==> src/design/cswq_pkg.sv <==
// Shared types and constants for the counting semaphore wait queue.
// Used by cswq_ctrl, cswq_dp and counting_semaphore_wait_queue.
package cswq_pkg;

   localparam int NUM_THREADS    = 16;
   localparam int NUM_SEMAPHORES = 8;

   localparam int THREAD_W = 4;
   localparam int SEM_W    = 3;
   localparam int OP_W     = 2;
   localparam int COUNT_W  = 16;
   localparam int INIT_W   = 15;

   localparam int REQ_FIELDS_W = OP_W + SEM_W + THREAD_W;
   localparam int REQ_W        = ((REQ_FIELDS_W + 7) / 8) * 8;
   localparam int RSP_FIELDS_W = 1 + 1 + THREAD_W + COUNT_W + 1;
   localparam int RSP_W        = ((RSP_FIELDS_W + 7) / 8) * 8;

   localparam logic [OP_W-1:0] OP_WAIT   = 2'd0;
   localparam logic [OP_W-1:0] OP_SIGNAL = 2'd1;
   localparam logic [OP_W-1:0] OP_RELOAD = 2'd2;

   localparam logic signed [COUNT_W-1:0] COUNT_MAX = 16'sh7fff;
   localparam logic signed [COUNT_W-1:0] COUNT_MIN = 16'sh8000;
   localparam logic [INIT_W-1:0]         INIT_RESET = 15'd1;

   typedef logic [THREAD_W-1:0]        thread_type;
   typedef logic [SEM_W-1:0]           sem_type;
   typedef logic signed [COUNT_W-1:0]  count_type;

   typedef enum logic [1:0] {
      ST_IDLE = 2'b01,
      ST_EXEC = 2'b10
   } state_type;

   typedef struct packed {
      logic capture;   // latch the request transaction
      logic execute;   // read-modify-write tables, load response
   } cmd_type;

endpackage

==> src/design/cswq_ctrl.sv <==
// Controller for the semaphore wait queue: sequences capture and execute,
// owns the request/response handshakes. Depends on cswq_pkg.
module cswq_ctrl (
   input  logic             clock,
   input  logic             reset,
   input  logic             req_tvalid,
   output logic             req_tready,
   output logic             rsp_tvalid,
   input  logic             rsp_tready,
   output cswq_pkg::cmd_type cmd
);
   import cswq_pkg::*;

   state_type state_ff, state_in;
   logic      rsp_valid_ff, rsp_valid_in;

   // accept only when the response slot is free by the end of the next cycle
   assign req_tready = (state_ff == ST_IDLE) && (!rsp_valid_ff || rsp_tready);
   assign rsp_tvalid = rsp_valid_ff;

   always_comb begin
      state_in    = state_ff;
      cmd.capture = 1'b0;
      cmd.execute = 1'b0;
      case (state_ff)
         ST_IDLE: begin
            if (req_tvalid && req_tready) begin
               cmd.capture = 1'b1;
               state_in    = ST_EXEC;
            end
         end
         ST_EXEC: begin
            cmd.execute = 1'b1;
            state_in    = ST_IDLE;
         end
         default: begin
            state_in = ST_IDLE;
         end
      endcase
   end

   always_comb begin
      rsp_valid_in = rsp_valid_ff;
      if (cmd.execute) begin
         rsp_valid_in = 1'b1;
      end else if (rsp_tready) begin
         rsp_valid_in = 1'b0;
      end
   end

   always_ff @(posedge clock) begin
      if (reset) begin
         state_ff     <= ST_IDLE;
         rsp_valid_ff <= 1'b0;
      end else begin
         state_ff     <= state_in;
         rsp_valid_ff <= rsp_valid_in;
      end
   end

endmodule

==> src/design/cswq_dp.sv <==
// Datapath for the semaphore wait queue: count bank, list head/tail
// tables, next-waiter links, reload register and response register.
// Depends on cswq_pkg.
module cswq_dp (
   input  logic                        clock,
   input  logic                        reset,
   input  cswq_pkg::cmd_type           cmd,
   input  logic [cswq_pkg::REQ_W-1:0]  req_tdata,
   input  logic                        csr_valid,
   input  logic [cswq_pkg::INIT_W-1:0] csr_data,
   output logic [cswq_pkg::RSP_W-1:0]  rsp_tdata
);
   import cswq_pkg::*;

   logic [OP_W-1:0] opcode_ff;
   sem_type         sem_ff;
   thread_type      thread_ff;
   logic [INIT_W-1:0] init_ff;

   count_type  count_ff [NUM_SEMAPHORES];
   thread_type head_ff  [NUM_SEMAPHORES];
   thread_type tail_ff  [NUM_SEMAPHORES];
   thread_type next_ff  [NUM_THREADS];

   logic [RSP_W-1:0] rsp_ff;

   count_type  c_rd, c_wr;
   thread_type head_rd, tail_rd, succ_rd;
   logic       count_we, head_we, tail_we, next_we;
   thread_type head_wd;
   logic       blocked, wvalid, ovf;
   thread_type wthread;
   logic [RSP_W-1:0] rsp_in;

   assign c_rd    = count_ff[sem_ff];
   assign head_rd = head_ff[sem_ff];
   assign tail_rd = tail_ff[sem_ff];
   assign succ_rd = next_ff[head_rd];

   always_comb begin
      c_wr     = c_rd;
      count_we = 1'b0;
      head_we  = 1'b0;
      head_wd  = thread_ff;
      tail_we  = 1'b0;
      next_we  = 1'b0;
      blocked  = 1'b0;
      wvalid   = 1'b0;
      wthread  = '0;
      ovf      = 1'b0;
      case (opcode_ff)
         OP_WAIT: begin
            if (c_rd != COUNT_MIN) begin
               c_wr     = c_rd - 16'sd1;
               count_we = 1'b1;
               if (c_rd <= 16'sd0) begin
                  // caller joins the tail; an empty list takes it as head
                  blocked = 1'b1;
                  tail_we = 1'b1;
                  if (c_rd == 16'sd0) begin
                     head_we = 1'b1;
                  end else begin
                     next_we = 1'b1;
                  end
               end
            end
         end
         OP_SIGNAL: begin
            if (c_rd == COUNT_MAX) begin
               ovf = 1'b1;
            end else begin
               c_wr     = c_rd + 16'sd1;
               count_we = 1'b1;
               if (c_rd < 16'sd0) begin
                  wvalid  = 1'b1;
                  wthread = head_rd;
                  // successor is only valid when more waiters remain
                  if (c_rd < -16'sd1) begin
                     head_we = 1'b1;
                     head_wd = succ_rd;
                  end
               end
            end
         end
         OP_RELOAD: begin
            c_wr     = count_type'({1'b0, init_ff});
            count_we = 1'b1;
         end
         default: begin
         end
      endcase
   end

   always_comb begin
      rsp_in = '0;
      rsp_in[RSP_FIELDS_W-1:0] = {ovf, c_wr, wthread, wvalid, blocked};
   end

   always_ff @(posedge clock) begin
      if (reset) begin
         init_ff  <= INIT_RESET;
         count_ff <= '{default: '0};
      end else begin
         if (csr_valid) begin
            init_ff <= csr_data;
         end
         if (cmd.execute && count_we) begin
            count_ff[sem_ff] <= c_wr;
         end
      end
   end

   always_ff @(posedge clock) begin
      if (cmd.capture) begin
         opcode_ff <= req_tdata[OP_W-1:0];
         sem_ff    <= req_tdata[OP_W +: SEM_W];
         thread_ff <= req_tdata[OP_W+SEM_W +: THREAD_W];
      end
      if (cmd.execute) begin
         rsp_ff <= rsp_in;
         if (head_we) begin
            head_ff[sem_ff] <= head_wd;
         end
         if (tail_we) begin
            tail_ff[sem_ff] <= thread_ff;
         end
         for (int i = 0; i < NUM_THREADS; i++) begin
            if (tail_we && (thread_type'(i) == thread_ff)) begin
               // a newly queued thread has no successor yet, even if it was the tail
               next_ff[i] <= '0;
            end else if (next_we && (thread_type'(i) == tail_rd)) begin
               next_ff[i] <= thread_ff;
            end
         end
      end
   end

   assign rsp_tdata = rsp_ff;

endmodule

==> src/design/counting_semaphore_wait_queue.sv <==
// Bank of counting semaphores with FIFO wait lists.
//
// Channels: req (stream in) carries one operation per transaction:
// wait, signal or reload on one semaphore, with the caller's thread id.
// rsp (stream out) returns exactly one result transaction per request:
// caller blocked, woken thread, count after the operation, overflow.
// csr is a write-only port for the reload count; csr_ready is always
// high, and writes are expected only while the block is idle.
//
// Flow: an accepted request is captured into the request registers; the
// read-modify-write state on the count, head/tail and next-waiter tables
// then loads the result into the response register, and the next request
// is taken only after the controller has returned to idle.
// One request is in flight at a time; a new request is taken while the
// previous result is being handed off.
// Reset: all counts zero, reload count 1, no result pending. The wait
// lists are not cleared and are only read once written.
// A stalled rsp holds its result; req_tready stays low until it drains.
// Depends on cswq_pkg, cswq_ctrl and cswq_dp.
module counting_semaphore_wait_queue (
   input  logic                        clock,
   input  logic                        reset,
   // req_tdata: opcode[1:0], sem_index[4:2], thread_id[8:5], zero fill
   input  logic                        req_tvalid,
   output logic                        req_tready,
   input  logic [cswq_pkg::REQ_W-1:0]  req_tdata,
   // rsp_tdata: caller_blocked[0], woken_valid[1], woken_thread[5:2],
   //            count_after[21:6], count_overflow[22], zero fill
   output logic                        rsp_tvalid,
   input  logic                        rsp_tready,
   output logic [cswq_pkg::RSP_W-1:0]  rsp_tdata,
   // initial_count write
   input  logic                        csr_valid,
   output logic                        csr_ready,
   input  logic [cswq_pkg::INIT_W-1:0] csr_data
);
   import cswq_pkg::*;

   cmd_type cmd;

   assign csr_ready = 1'b1;

   cswq_ctrl u_ctrl (
      .clock      (clock),
      .reset      (reset),
      .req_tvalid (req_tvalid),
      .req_tready (req_tready),
      .rsp_tvalid (rsp_tvalid),
      .rsp_tready (rsp_tready),
      .cmd        (cmd)
   );

   cswq_dp u_dp (
      .clock     (clock),
      .reset     (reset),
      .cmd       (cmd),
      .req_tdata (req_tdata),
      .csr_valid (csr_valid && csr_ready),
      .csr_data  (csr_data),
      .rsp_tdata (rsp_tdata)
   );

`ifndef SYNTH
   a_one_in_flight: assert property (@(posedge clock) disable iff (reset)
      (req_tvalid && req_tready) |=> !req_tready)
      else $error("request accepted while another is in flight");

   a_result_follows: assert property (@(posedge clock) disable iff (reset)
      (req_tvalid && req_tready) |-> ##2 rsp_tvalid)
      else $error("no result two cycles after request");

   a_slot_free: assert property (@(posedge clock) disable iff (reset)
      cmd.execute |-> !rsp_tvalid)
      else $error("execute while response slot still occupied");

   a_block_xor_wake: assert property (@(posedge clock) disable iff (reset)
      rsp_tvalid |-> !(rsp_tdata[0] && rsp_tdata[1]))
      else $error("result both blocks caller and wakes a thread");
`endif

endmodule
==> config.mk <==
export PLATFORM = sky130hd
export DESIGN_NAME = counting_semaphore_wait_queue
export DESIGN_NICKNAME = d
export VERILOG_FILES = /design/src/design/cswq_pkg.sv /design/src/design/cswq_ctrl.sv /design/src/design/cswq_dp.sv /design/src/design/counting_semaphore_wait_queue.sv
export SDC_FILE = /design/constraint.sdc
export NUM_CORES = 1
export LEC_CHECK = 0
export BUFFER_PORTS_ARGS = -buffer_cell sky130_fd_sc_hd__buf_2
export CAP_MARGIN = 20
export CORE_ASPECT_RATIO = 0.75
export CORE_MARGIN = 2
export CORE_UTILIZATION = 45
export DETAILED_ROUTE_END_ITERATION = 8
export PLACE_DENSITY = 0.61
export REMOVE_ABC_BUFFERS = 1
export SYNTH_ARGS = -nofsm -noshare
export SYNTH_HDL_FRONTEND = slang
export SYNTH_SLANG_ARGS = --single-unit
==> constraint.sdc <==
create_clock -name clock -period 7.75 [get_ports clock]
set_input_delay 1.55 -clock clock [delete_from_list [all_inputs] [get_ports clock]]
set_output_delay 1.55 -clock clock [all_outputs]
set_load 0.05 [all_outputs]
==> run_results.csv <==
group,metric,value,unit
logic_synthesis,synth_common_cells,"nor2_1 (202), edfxtp_1 (160), dfxtp_1 (149), nand2_1 (110), a211oi_1 (78)",
logic_synthesis,seq_area_frac_synth,51.9,%
die,rows,57,
worst_setup_path,critPathSlowestCell,"mux4_1",
worst_setup_path,cpPeakStageDelay,0.67,ns
clocking,clk_path_buf_depth,3,
worst_setup_path,cp.arrival,5.77,ns
die,ios,63,
drt,wl,42100,um
die,die_area,0.0349,sq mm
min_path,min_path_type,"reg -> reg",
logic_synthesis,yosys.cell_types.count,92,
worst_setup_path,cp_max_fo,24,
clocking,cts_tree,"built",
timing,slew_headroom,23.8,%
global_route,grt_pass1_vias,10900,
timing,fmax,0.180,GHz
layout,nFillCells,2867,
clocking,clkSlewWorstSetupHoldPaths,0.06,ns
global_route,grt_usage,24.2,%
drt,vias_per_cell,6.13,
die,die_h,162,um
layout,multi_input_area,0.00676,sq mm
drt,dr.pass1.iters,5,
logic_synthesis,ys_top_cells_by_area,"edfxtp_1 (32%), dfxtp_1 (20%), mux2i_1 (5.1%), nor2_1 (5.0%), mux4_2 (4.9%)",
global_route,overflow,0,
timing,finalClockSkew,0.0231,ns
worst_setup_path,cp-start-kind,"flip-flop",
pwr,powerDensity,215,mW/mm^2
run_status,outcome,"finished clean",
timing,finalHoldViolCount,0,
pwr,cellLeakagePower,5.92,nW
die,core_area,0.0326,sq mm
clocking,clk_latency,0.60,ns
logic_synthesis,avgSynthCellArea,10.9,sq um
drt,dr_total_vias,11300,
layout,areaGrowthSynthToFinish,12.1,%
die,die_w,215,um
clocking,clock-sinks,309,
logic_synthesis,yosysMostFrequentCell,"nor2_1",
clocking,hold_buffers,0,
worst_setup_path,crit_buf_inv,3,
worst_setup_path,worstSetupEndpointType,"flip-flop",
timing,timing.final.crit_period,5.56,ns
timing,rsz0062_at_grt,"no",
global_route,grt_max_degree,69,
clocking,root_buffer,"clkbuf_16",
timing,setup_viol,0,
global_route,antenna_found_initial,0,
layout,drive_gt1_share,18.0,%
timing,finalSetupTns,0,ns
logic_synthesis,synth_enable_flop_cells,160,
die,initial_core_util,46.1,%
placement,place_ws,1.93,ns
drt,antenna_left,0,
logic_synthesis,netlist.area_leader.share,32.0,%
logic_synthesis,postSynthCellCount,1374,
clocking,cts.repair.resized,0,
timing,slew_viol_final,0,
timing,max_slew.worst_pin.slew,1.14,ns
layout,antenna_cells,0,
drt,drc,0,
worst_setup_path,critPathKind,"reg -> reg",
worst_setup_path,required,7.96,ns
logic_synthesis,synth_top_area_cell,"edfxtp_1",
logic_synthesis,synth_seq_cells,309,
worst_setup_path,path_cells,"buf_16 > buf_4 > mux4_1 > mux2_2 > nor4_2 > nand3_1 > o31ai_2 > nand3_2 > inv_2 > nand3_1 > o21ai_0",
flow_run,drv_cap,0,
logic_synthesis,netlist_area,0.0150,sq mm
logic_synthesis,synth_top_flop_cell,"edfxtp_1",
logic_synthesis,async_flop_share,0,%
placement,routabilityCongestion,0.929,
timing,setup_ws,2.19,ns
worst_setup_path,critPathMostFrequentCell,"nand3_1",
placement,io_buffer_count,53,
drt,dr.first_iter.drc_count,1028,
global_route,grt_pass1_wl,65500,um
pwr,vdd_drop_max,0.150,mV
layout,nNetsFinal,1424,
clocking,cts_max_level,1,
clocking,postCtsSetupRepairBufs,0,
clocking,cts_buffers,30,
logic_synthesis,synth_warnings,0,
worst_setup_path,crit_family,"simple AND/OR/NAND/NOR gates",
timing,post-route-period-util,71.7,%
layout,regArea,0.00779,sq mm
drt,wl_per_cell,22.8,um
placement,dp_hpwl,27900,um
## worst paths after layout
path	startpoint	end	slack (ns)	depth (start not counted)
setup / recovery	u_dp.sem_ff[0]	u_dp.next_ff[10][1]	2.19	11
hold / removal	u_dp.count_ff[78]	u_dp.count_ff[78]	0.47	2
setup reg to reg	u_dp.sem_ff[0]	u_dp.next_ff[10][1]	2.19	11
hold reg to reg	u_dp.count_ff[78]	u_dp.count_ff[78]	0.47	2
## layout by cell type, fill, tap and decap left out, types with 6 or more instances in the layout
cell	synthesis	final
nor2_1	202	202
edfxtp_1	160	160
dfxtp_1	149	149
nand2_1	110	110
a211oi_1	78	78
mux2i_1	76	74
buf_2	35	52
mux4_2	33	33
clkbuf_16	0	31
o21ai_0	30	30
buf_4	3	30
inv_1	26	26
nand3_1	26	26
a21oi_1	24	24
nor3_1	23	23
and2_1	22	22
o22ai_1	22	22
mux2_2	21	21
a31oi_1	21	21
a211oi_2	16	16
o21ai_1	15	15
nor4_1	11	11
a311oi_1	11	11
o211ai_1	10	10
nor2b_1	8	8
a41o_1	8	8
nand4_1	8	8
o32ai_4	0	8
clkinv_1	4	7
o31ai_1	7	7
clkinv_2	0	7
inv_2	6	6
clkbuf_1	60	6
## logic make-up after synthesis
kind of cell	Yosys count	share of synthesized area (%)
buf+inv	146	4.22
fa+ha+maj	4	0.333
simple gates	447	13.8
xor+xnor	4	0.233
compound gates	324	17.0
mux	138	12.5
other cells	2	0.0500
flops	309	51.9
## state kept, by name (all words and copies together), names as in the netlist, named ones only
register,count
u_dp.opcode_ff,2
u_dp.head_ff,32
u_dp.next_ff,64
u_dp.init_ff,15
u_ctrl.rsp_tvalid,1
u_dp.rsp_tdata,23
u_dp.count_ff,128
u_dp.sem_ff,3
u_dp.tail_ff,32
u_ctrl.state_ff,2
u_dp.thread_ff,4
## final cells by class
class / instances / share of cell area (%)
Inverter: 36 / 0.803
Multi-Input combinational cell: 919 / 40.2
Tap cell: 442 / 3.28
Sequential cell: 309 / 46.3
Timing Repair Buffer: 88 / 3.41
Clock inverter: 17 / 1.19
Clock buffer: 39 / 4.90
## worst reg2reg max path, delay by kind of cell (launching register included)
kind	cells	cell delay, ns
AOI/OAI and AO/OA	2	1.07
DFF	1	0.66
buffers and inverters	3	1.03
and+or+nand+nor	4	1.42
muxes	2	1.01
## stage by stage
step           area, sq um  utilization, %  power, W  instances  hold WS (ns)
2_1_floorplan        14500               -   0.00199       1264         0.442
3_3_place_gp         15700            48.2   0.00211       1788         0.451
3_5_place_dp         15800            48.3   0.00211       1789         0.456
4_1_cts              16800            51.5   0.00363       1845         0.469
5_1_grt              16800            51.7   0.00372       1850         0.486
6_report             16800            51.7   0.00362       1850         0.469
## per-layer routing
layer | vias up | track usage (%) | part of all wire (%) | wire length, um
met3 | 60 | 3.82 | 7.9 | 3310
met4 | 0 | 4.42 | 1.7 | 702
met1 | 5581 | 37.9 | 48 | 20400
li1 | 5235 | - | - | -
met5 | - | 0 | 0 | 0
met2 | 465 | 35.4 | 42 | 17700
## power breakdown
part           leakage (nW)  switching (W)  internal, W  total (W)
Clock                 0.508       0.000646     0.000886    0.00153
Sequential             2.83      0.0000161      0.00173    0.00175
Combinational          2.58       0.000233     0.000106   0.000340
Total                  5.92       0.000895      0.00272    0.00362
No activity file was read; power rests on OpenSTA's default activity.
